$ cat src/hw/rtl/swm_pkg.sv
// shared types and constants for the sliding window median filter
`default_nettype none

package swm_pkg;

  localparam int SAMPLE_W = 32;
  localparam int WS_W     = 5;
  localparam logic [WS_W-1:0] WS_RESET = 5'd3;

  // what a cell tells its neighbors about its entry for the current request
  typedef struct packed {
    logic keep;      // entry survives this request
    logic d;         // an entry to the left of this one is dropped
    logic le;        // entry is not greater than the new sample
    logic drop_out;  // a drop happened at or left of this cell
  } cell_flags_t;

endpackage

`default_nettype wire

$ cat src/hw/rtl/swm_cell.sv
// one cell of the sorted window: holds one entry and its age
`default_nettype none

module swm_cell
  import swm_pkg::*;
#(
  parameter int AW = 4
) (
  input  wire                        clk,
  input  wire                        rst,
  input  wire                        en,
  input  wire                        cfg_clear,
  input  wire                        seq_clear,
  input  wire                        drop_en,
  input  wire [AW-1:0]               k_last,
  input  wire signed [SAMPLE_W-1:0]  sample,
  input  wire                        drop_in,
  input  wire                        new_valid,
  input  wire cell_flags_t           left_flags,
  input  wire signed [SAMPLE_W-1:0]  left_val,
  input  wire [AW-1:0]               left_age,
  input  wire cell_flags_t           right_flags,
  input  wire signed [SAMPLE_W-1:0]  right_val,
  input  wire [AW-1:0]               right_age,
  output cell_flags_t                flags,
  output logic signed [SAMPLE_W-1:0] val,
  output logic [AW-1:0]              age,
  output logic                       vld,
  output logic signed [SAMPLE_W-1:0] val_next
);

  logic [AW-1:0] age_next;
  logic          my_drop;
  logic          from_right;
  logic          from_self;
  logic          from_left;

  always_comb begin
    my_drop        = vld && !seq_clear && drop_en && (age == k_last);
    flags.keep     = vld && !seq_clear && !my_drop;
    flags.d        = drop_in;
    flags.le       = flags.keep && (val <= sample);
    flags.drop_out = drop_in | my_drop;

    from_right = right_flags.keep && right_flags.d && right_flags.le;
    from_self  = flags.keep && (drop_in != flags.le);
    from_left  = left_flags.keep && !left_flags.d && !left_flags.le;

    // a slot that no old entry lands in takes the new sample
    if (from_right) begin
      val_next = right_val;
      age_next = right_age + 1'b1;
    end else if (from_self) begin
      val_next = val;
      age_next = age + 1'b1;
    end else if (from_left) begin
      val_next = left_val;
      age_next = left_age + 1'b1;
    end else begin
      val_next = sample;
      age_next = '0;
    end
  end

  always_ff @(posedge clk) begin
    if (rst || cfg_clear) begin
      vld <= 1'b0;
    end else if (en) begin
      vld <= new_valid;
    end
  end

  always_ff @(posedge clk) begin
    if (en && new_valid) begin
      val <= val_next;
      age <= age_next;
    end
  end

endmodule

`default_nettype wire

$ cat src/hw/rtl/sliding_window_median.sv
// Running median filter over the last k samples (k = window_size, 1..WINDOW_MAX,
// 0 reads as 1, larger values saturate). The window is a row of WINDOW_MAX cells
// kept in ascending order; on each request every cell drops, keeps or shifts its
// entry by one place in the same cycle, so one sample is taken every clock.
// The lower median appears on the master side in the cycle after the request, from
// an output register; the slave side stalls only while that register is full and
// not taken. No result is produced until k samples have been seen since reset, a
// window_size write or a sample with new_sequence set.
`default_nettype none

module sliding_window_median
  import swm_pkg::*;
#(
  parameter int WINDOW_MAX = 16
) (
  input  wire               clk,
  input  wire               rst,
  input  wire               cfg_we,
  input  wire [WS_W-1:0]    cfg_wdata,  // window_size
  input  wire               s_tvalid,
  output logic              s_tready,
  input  wire [31:0]        s_tdata,    // [31:0] sample
  input  wire [0:0]         s_tuser,    // [0] new_sequence
  output logic              m_tvalid,
  input  wire               m_tready,
  output logic [31:0]       m_tdata     // [31:0] median
);

  localparam int AW = (WINDOW_MAX > 1) ? $clog2(WINDOW_MAX) : 1;
  localparam int KW = $clog2(WINDOW_MAX + 1);

  logic [WS_W-1:0]            window_size;
  logic [KW-1:0]              fill_count;
  logic [KW-1:0]              fill_next;
  logic [KW-1:0]              fill_eff;
  logic [KW-1:0]              k;
  logic [31:0]                k32;
  logic [AW-1:0]              k_last;
  logic [AW-1:0]              mid;
  logic                       accept;
  logic                       seq_clear;
  logic                       full;
  logic                       emit;
  logic signed [SAMPLE_W-1:0] sample;

  cell_flags_t                flags    [WINDOW_MAX];
  logic signed [SAMPLE_W-1:0] vals     [WINDOW_MAX];
  logic signed [SAMPLE_W-1:0] vals_nxt [WINDOW_MAX];
  logic [AW-1:0]              ages     [WINDOW_MAX];
  logic [WINDOW_MAX-1:0]      vld_vec;

  assign sample    = s_tdata;
  assign seq_clear = s_tuser[0];
  assign s_tready  = !m_tvalid || m_tready;
  assign accept    = s_tvalid && s_tready;

  always_comb begin
    if (window_size == '0) begin
      k32 = 32'd1;
    end else if (32'(window_size) > 32'(WINDOW_MAX)) begin
      k32 = 32'(WINDOW_MAX);
    end else begin
      k32 = 32'(window_size);
    end
    k      = k32[KW-1:0];
    k_last = AW'(k32 - 32'd1);
    mid    = AW'((k32 - 32'd1) >> 1);

    fill_eff  = seq_clear ? '0 : fill_count;
    full      = (fill_eff == k);
    fill_next = full ? k : fill_eff + 1'b1;
    emit      = (fill_next == k);
  end

  genvar i;
  generate
    for (i = 0; i < WINDOW_MAX; i++) begin : g_cell
      cell_flags_t                lf;
      cell_flags_t                rf;
      logic signed [SAMPLE_W-1:0] lv;
      logic signed [SAMPLE_W-1:0] rv;
      logic [AW-1:0]              la;
      logic [AW-1:0]              ra;
      logic                       din;

      if (i == 0) begin : g_left_edge
        assign lf  = '0;
        assign lv  = '0;
        assign la  = '0;
        assign din = 1'b0;
      end else begin : g_left
        assign lf  = flags[i-1];
        assign lv  = vals[i-1];
        assign la  = ages[i-1];
        assign din = flags[i-1].drop_out;
      end

      if (i == WINDOW_MAX - 1) begin : g_right_edge
        assign rf = '0;
        assign rv = '0;
        assign ra = '0;
      end else begin : g_right
        assign rf = flags[i+1];
        assign rv = vals[i+1];
        assign ra = ages[i+1];
      end

      swm_cell #(.AW(AW)) u_cell (
        .clk         (clk),
        .rst         (rst),
        .en          (accept),
        .cfg_clear   (cfg_we),
        .seq_clear   (seq_clear),
        .drop_en     (full),
        .k_last      (k_last),
        .sample      (sample),
        .drop_in     (din),
        .new_valid   (fill_next > KW'(i)),
        .left_flags  (lf),
        .left_val    (lv),
        .left_age    (la),
        .right_flags (rf),
        .right_val   (rv),
        .right_age   (ra),
        .flags       (flags[i]),
        .val         (vals[i]),
        .age         (ages[i]),
        .vld         (vld_vec[i]),
        .val_next    (vals_nxt[i])
      );
    end
  endgenerate

  always_ff @(posedge clk) begin
    if (rst) begin
      window_size <= WS_RESET;
      fill_count  <= '0;
    end else if (cfg_we) begin
      window_size <= cfg_wdata;
      fill_count  <= '0;
    end else if (accept) begin
      fill_count <= fill_next;
    end
  end

  always_ff @(posedge clk) begin
    if (rst) begin
      m_tvalid <= 1'b0;
    end else if (accept) begin
      m_tvalid <= emit;
    end else if (m_tready) begin
      m_tvalid <= 1'b0;
    end
  end

  always_ff @(posedge clk) begin
    if (accept && emit) begin
      m_tdata <= vals_nxt[mid];
    end
  end

`ifndef ASSERT_OFF
  a_fill_bound: assert property (@(posedge clk) disable iff (rst)
    fill_count <= k) else $error("fill count above window size");

  a_fill_cells: assert property (@(posedge clk) disable iff (rst)
    $countones(vld_vec) == 32'(fill_count)) else $error("valid cells disagree with fill");

  a_vld_prefix: assert property (@(posedge clk) disable iff (rst)
    ((vld_vec + 1'b1) & vld_vec) == '0) else $error("valid cells not contiguous");

  a_full_emits: assert property (@(posedge clk) disable iff (rst)
    accept && !seq_clear && (fill_count == k) |=> m_tvalid)
    else $error("full window gave no median");
`endif

endmodule

`default_nettype wire

$ cat config.mk
export PLATFORM = sky130hd
export DESIGN_NAME = sliding_window_median
export DESIGN_NICKNAME = d
export VERILOG_FILES = /design/src/hw/rtl/swm_pkg.sv /design/src/hw/rtl/swm_cell.sv /design/src/hw/rtl/sliding_window_median.sv
export SDC_FILE = /design/constraint.sdc
export NUM_CORES = 2
export LEC_CHECK = 0
export BUFFER_PORTS_ARGS = -buffer_cell sky130_fd_sc_hd__buf_4
export CORE_MARGIN = 3
export CORE_UTILIZATION = 35
export DETAILED_ROUTE_END_ITERATION = 10
export HOLD_SLACK_MARGIN = 0.02
export PLACE_DENSITY = 0.54
export RECOVER_POWER = 50
export SKIP_LAST_GASP = 1
export SLEW_MARGIN = 0
export SYNTH_ARGS = -nofsm -noshare
export SYNTH_HDL_FRONTEND = slang
export SYNTH_SLANG_ARGS = --single-unit
$ cat constraint.sdc
create_clock -name clk -period 8.11 [get_ports clk]
set_input_delay 1.622 -clock clk [delete_from_list [all_inputs] [get_ports clk]]
set_output_delay 1.622 -clock clk [all_outputs]
set_load 0.005 [all_outputs]
# [Yosys cells after proc, flatten, opt, wreduce, memory -nomap -nowiden]
# Cells that the tools add are included.
[totals] input_bits=43 wordCells=477 ff_bits=635 out_inout_bits=34
[op_classes] eq_ne=33 bitwise_logic=15 add_sub_neg=18 order_cmp=34 reduce_logical=224 muxes=101
[op_table] operator="32-bit 2-to-1 mux" count=48
[op_table] operator="32-bit <= comparator" count=16
[op_table] operator="4-bit 2-to-1 mux" count=46
[op_table] operator="1-bit logical AND" count=173
[op_table] operator="32-bit binary-select mux with 4-bit select" count=1
[op_table] operator="4-bit by 1-bit adder with 4-bit output (second input constant)" count=16
[op_table] operator="4-bit equality test" count=16
[op_table] operator="1-bit logical NOT" count=46
[op_table] operator="5-bit by 4-bit > comparator with 1-bit output (second input constant)" count=8
[op_table] operator="5-bit by 3-bit > comparator with 1-bit output (second input constant)" count=4
[op_table] operator="5-bit 2-to-1 mux" count=4
[op_table] operator="1-bit inequality test" count=15
[op_table] operator="1-bit OR" count=14
[op_table] operator="5-bit equality test" count=2
[op_table] operator="5-bit by 1-bit > comparator with 1-bit output (second input constant)" count=2
[op_table] operator="5-bit by 2-bit > comparator with 1-bit output (second input constant)" count=2
[op_table] operator="5-bit by 1-bit adder with 5-bit output (second input constant)" count=1
[op_table] operator="5-bit greater-or-equal comparator (second input constant)" count=1
[op_table] operator="5-bit > comparator (second input constant)" count=1
[op_table] operator="5-bit logical NOT" count=1
[op_table] operator="4-bit inverter with 5-bit output" count=1
[op_table] operator="5-bit by 1-bit subtractor with 5-bit output (second input constant)" count=1
[op_table] operator="1-bit logical OR" count=2
[op_table] operator="1-bit 2-to-1 mux" count=2
[op_table] operator="other kinds (2)" count=2

# [Logic depth before layout (Yosys ltp)]
[depth] word_depth=27 depth_mapped=23

# [Cells and area by module]
# A second synthesis with hierarchy kept.
[unflattened] hier_cells=7480 area_unflattened_um2=64503.1
[by_module_without_submodules] module="swm_cell at g_cell[0].u_cell ..." cells_each=440 area_per_inst_um2=3673.5 seq_area_each_um2=1101.1 instances=15
[by_module_without_submodules] module="sliding_window_median" cells_each=443 area_per_inst_um2=5764.3 seq_area_each_um2=1181.1 instances=1
[by_module_without_submodules] module="swm_cell at g_cell[9].u_cell" cells_each=437 area_per_inst_um2=3636.0 seq_area_each_um2=1101.1 instances=1

# [Least setup slack after synthesis]
# Ideal clock, no wire load.
[synth_path] path_kind="input to register" start="input s_tuser" end="register g_cell[2].u_cell.age[0] (enable)" setup_ps=482 required_time_ps=7628 path_buffers=4 cell_stages=11 arrival_time_ps=6545 slack_ps=1084 path_cell_list="clkbuf_1 -> inv_1 -> a2bb2oi_1 -> o22a_1 -> or4_1 -> buf_2 -> buf_1 -> clkbuf_1 -> o21ai_0 -> nand2_1 -> o21ai_0"
[synth_via] elab_chain_cells=5 word_cells_on_any_way=6 classes_between="1 x add/sub; 1 x order compare; 1 x eq/ne; 2 x mux; 1 x reduce/logical"
[synth_lines] element="start: declaration" line="sliding_window_median.sv:23" rtl="input wire [0:0] s_tuser,"
[synth_lines] element="5-bit 2-to-1 mux *" line="sliding_window_median.sv:69" rtl="fill_eff = seq_clear ? '0 : fill_count;"
[synth_lines] element="5-bit by 1-bit adder with 5-bit output / 5-bit equality test (equally long branches)" line="sliding_window_median.sv:71, sliding_window_median.sv:70"
[synth_lines] element="5-bit 2-to-1 mux *" line="sliding_window_median.sv:71" rtl="fill_next = full ? k : fill_eff + 1'b1;"
[synth_lines] element="5-bit by 2-bit > comparator with 1-bit output *" line="sliding_window_median.sv:118" rtl=".new_valid (fill_next > KW'(i)),"
[synth_lines] element="1-bit logical AND *" line="swm_cell.sv:74" rtl="if (en && new_valid) begin"
[synth_lines] element="end signal: assignment" line="swm_cell.sv:76" rtl="age <= age_next;"
[synth_lines] element="end: declaration" line="swm_cell.sv:27" rtl="output logic [AW-1:0] age,"
# Every way passes the cells marked *; elsewhere a longest branch is shown, timed or not.
# A chain may end at the register's enable or synchronous reset.

# [Worst setup path in the final report]
[layout_path] start="input s_tdata[7]" end="register m_tdata[4] (data pin)"
[layout_via] elab_chain_cells=10 word_cells_on_any_way=157 classes_between="16 x order compare; 15 x eq/ne; 49 x mux; 77 x reduce/logical"
[layout_lines] element="start: declaration" line="sliding_window_median.sv:22" rtl="input wire [31:0] s_tdata,"
[layout_lines] element="32-bit <= comparator" line="swm_cell.sv:42" rtl="flags.le = flags.keep && (val <= sample);"
[layout_lines] element="1-bit logical AND" line="swm_cell.sv:42"
[layout_lines] element="1-bit logical NOT" line="swm_cell.sv:47" rtl="from_left = left_flags.keep && !left_flags.d && !left_flags.le;"
[layout_lines] element="1-bit logical AND" line="swm_cell.sv:47"
[layout_lines] element="32-bit 2-to-1 mux" line="swm_cell.sv:56" rtl="end else if (from_left) begin"
[layout_lines] element="32-bit 2-to-1 mux" line="swm_cell.sv:53" rtl="end else if (from_self) begin"
[layout_lines] element="32-bit 2-to-1 mux" line="swm_cell.sv:50" rtl="if (from_right) begin"
[layout_lines] element="32-bit binary-select mux with 4-bit select *" line="sliding_window_median.sv:158" rtl="m_tdata <= vals_nxt[mid];"
[layout_lines] element="32-bit 2-to-1 mux (implied by the code) * (2 in series)" line="sliding_window_median.sv:158"
[layout_lines] element="end signal: assignment" line="sliding_window_median.sv:158"
[layout_lines] element="end: declaration" line="sliding_window_median.sv:26" rtl="output logic [31:0] m_tdata"
# Every way passes the cells marked *; elsewhere a longest branch is shown, timed or not. The select of a mux whose other input is x is not followed.

==> impl_metrics.toml <==
[run_status]
outcome = "complete, but fails checks"
violations = "capacitance limit, slew limit"

[clocking]
cts_post_setup_buffers_inserted = 0
worstSkewPairLatency_ns = 0.71
cts_root_buffer = "clkbuf_16"
path_clk_slew_ns = 0.06
clockBufferDepth = 3
cts.sinks = 635
ctsHoldBuffers = 0
cts_max_level = 3
numCtsBuffers = 82
cts_resized = 0
cts_tree = "yes"

[layout]
finalInstanceArea_um2 = 62300
final_nets = 6738
drive_gt1_share_pct = 12.1
syn_to_final_growth_pct = 11.8

[drt]
drt-wirelength-per-cell_um = 31.0
antenna_left = 0
wl_met2_mm = 106
drc_errors = 0
top_layer_used = "met5"
drt-met1-wl_mm = 107
dr.pass1.iters = 9
routed_via_density = 6.46
wl_met3_mm = 28.7
drtIter0Drc = 7426
drt_wl_total_mm = 257
dr_total_vias = 53500

[floorplan]
dieArea_um2 = 164000
core_um2 = 157000
die_w_um = 405
start_util_pct = 35.5
ios = 77
die_h_um = 405
num_rows = 145

[logic_synthesis]
ys_seq_area_share_pct = 33.7
synth_top_area_share_pct = 32.8
ys_top_cells_by_area = "edfxtp_1 33%, ha_1 12%, mux2i_1 6.0%"
synth_area_um2 = 55700
synthDistinctLibCells = 93
synth-seq-cells = 635
synth_edf_count = 608
yosys.area.top_type = "edfxtp_1"
synth_area_per_cell_um2 = 9.00
synth_top_flop_cell = "edfxtp_1"
async_reset_ff_share_pct = 0
yosys_warnings = 0
syn_nets = 6762
netlist_instances = 6189

[timing]
max_slew_margin_pct = -144
worst_slew_pin_slew_ns = 3.66
rsz0062_at_grt = "false"
min_period_over_period_pct = 94.5
hold_violations = 0
fin_crit_ns = 7.66
setup_viol = 0
tns_ns = 0
skew_ns = 0.0390
finalMaxSlewViolations = 571
fmax_mhz = 131
worst_slack_ns = 0.449

[pwr]
power.total_mw = 9.68
ir_drop_uv = 148
powerDensity_nw_per_um2 = 156
p_leak_nw = 24.1

[critical_path]
cp_data_arrival_time_ns = 8.07
cp.required_ns = 8.52
crit_start = "s_tdata[7]"
worstSetupEndpointType = "flip-flop"
crit_type = "input pin to flip-flop"
critPathMaxFanout = 23
cp-start-kind = "input pin"
timing.rr.start = "window_size[4]"

[min_path]
min_path_type = "flip-flop to flip-flop"
worstHoldStart = "fill_count[0]"

[place]
hpwl_mm = 189
gp_congestion = 1.00
post_dp_cell_area_um2 = 60000
dpl_worst_slack_ns = 0.111
port-buffer-count = 76

[global_route]
grt_max_degree = 74
global_route.usage.total_pct = 30.3
grt_pass1_wl_mm = 366
grt_pass1_vias = 50300
antenna_found_initial = 21
globalRouteOverflowTotal = 0

[run]
drv_cap = 18
synthesized netlist by cell type (all sizes together), types with 9 or more instances:
cell type / count
mux2i: 338
nand2: 643
nand3: 119
o221ai: 69
mux2: 164
nand4: 98
xor2: 46
a2111oi: 37
a221oi: 73
o211ai: 185
nor4: 30
or3: 12
o21a: 21
o22ai: 40
clkbuf: 373
edfxtp: 608
xnor2: 61
and2: 12
dfxtp: 27
a221o: 38
a21o: 160
a31o: 34
and4: 15
nand2b: 24
or2: 10
inv: 166
o32ai: 32
or4: 13
a211oi: 245
nor2: 490
ha: 530
and3: 12
nor3: 71
a311oi: 47
nand3b: 9
a21oi: 516
o21ai: 556
a2bb2oi: 33
buf: 91
nor2b: 35
a31oi: 22
power by group:
group	switching [mW]	internal [mW]	total, mW
sequential	0.162	3.74	3.90
combinational	1.39	0.748	2.14
clock	1.63	2.02	3.64
per-layer routing:
metal | global-route usage, % | vias up
li1 | - | 23800
met1 | 41.7 | 25900
met2 | 44.1 | 3239
met5 | 0 | -
met3 | 6.90 | 592
met4 | 15.9 | 18
registers in the layout, indices dropped and copies added, names as in the netlist:
register / count
g_cell.u_cell.vld: 16
m_tvalid: 1
g_cell.u_cell.age: 64
window_size: 5
fill_count: 5
m_tdata: 32
g_cell.u_cell.val: 512
area by class of cell:
cell class,count,area [um2]
clock buffer,104,2260
sequential,635,18800
fill,15800,94800
timing repair buffer,356,2970
clock inverter,40,233
antenna,5,12.5
multi-input combinational,4923,34800
tap,2058,2570
inverter,167,627
worst paths after layout:
kind	endpoint	slack [ns]	cells past startpoint
min	fill_count[0]	0.48	2
max reg2reg	g_cell[4].u_cell.val[13]	0.90	9
max	m_tdata[4]	0.45	16
min reg2reg	fill_count[0]	0.48	2
layout by cell type (no fill, tap or decap), types with 47 or more instances in the layout:
master and count:
nand4_1 98, xnor2_1 60, o21ai_0 538, ha_1 529
a221oi_1 72, nand2_1 633, mux2_2 162, a311oi_1 47
edfxtp_1 608, o221ai_1 69, nor3_1 70, nor2_1 478
a211oi_1 244, clkbuf_16 87, inv_1 166, a21o_1 159
a21oi_1 514, mux2i_1 332, nand3_1 116, buf_4 268
o211ai_1 185
worst max-delay path: stages:
cell and delay [ns]:
clkbuf_1 0.71, inv_1 0.66, clkbuf_1 0.58, ha_1 0.48, nand4_1 0.13, a21oi_1 0.06
o2111a_1 0.32, nor4_1 0.43, mux2_1 0.38, a21oi_1 1.42, buf_12 0.30, mux2_2 0.37
o22ai_1 0.16, nor2_1 0.06, o221ai_1 0.16, o32ai_1 0.15
stage by stage:
stage | instances | hold slack [ns] | utilization [%]
2_1_floorplan | 6189 | 0.445 | -
3_3_place_gp | 8139 | 0.475 | 38.2
3_5_place_dp | 8139 | 0.479 | 38.2
4_1_cts | 8283 | 0.485 | 39.8
5_1_grt | 8287 | 0.511 | 39.6
6_report | 8288 | 0.484 | 39.6
cell families (layout without fill, tap and decap cells):
kind of cell,Yosys count,after routing,share of synthesized area [%]
AOI/OAI and AO/OA,2171,2171,25.7
and+or+nand+nor,1613,1613,13.0
DFF,635,635,33.7
buffers and inverters,631,667,4.52
adders and majority gates,530,530,11.9
muxes,502,502,9.42
xor gates and xnor gates,107,107,1.72
other,0,5,0
Power figures use the tool's default switching activity.
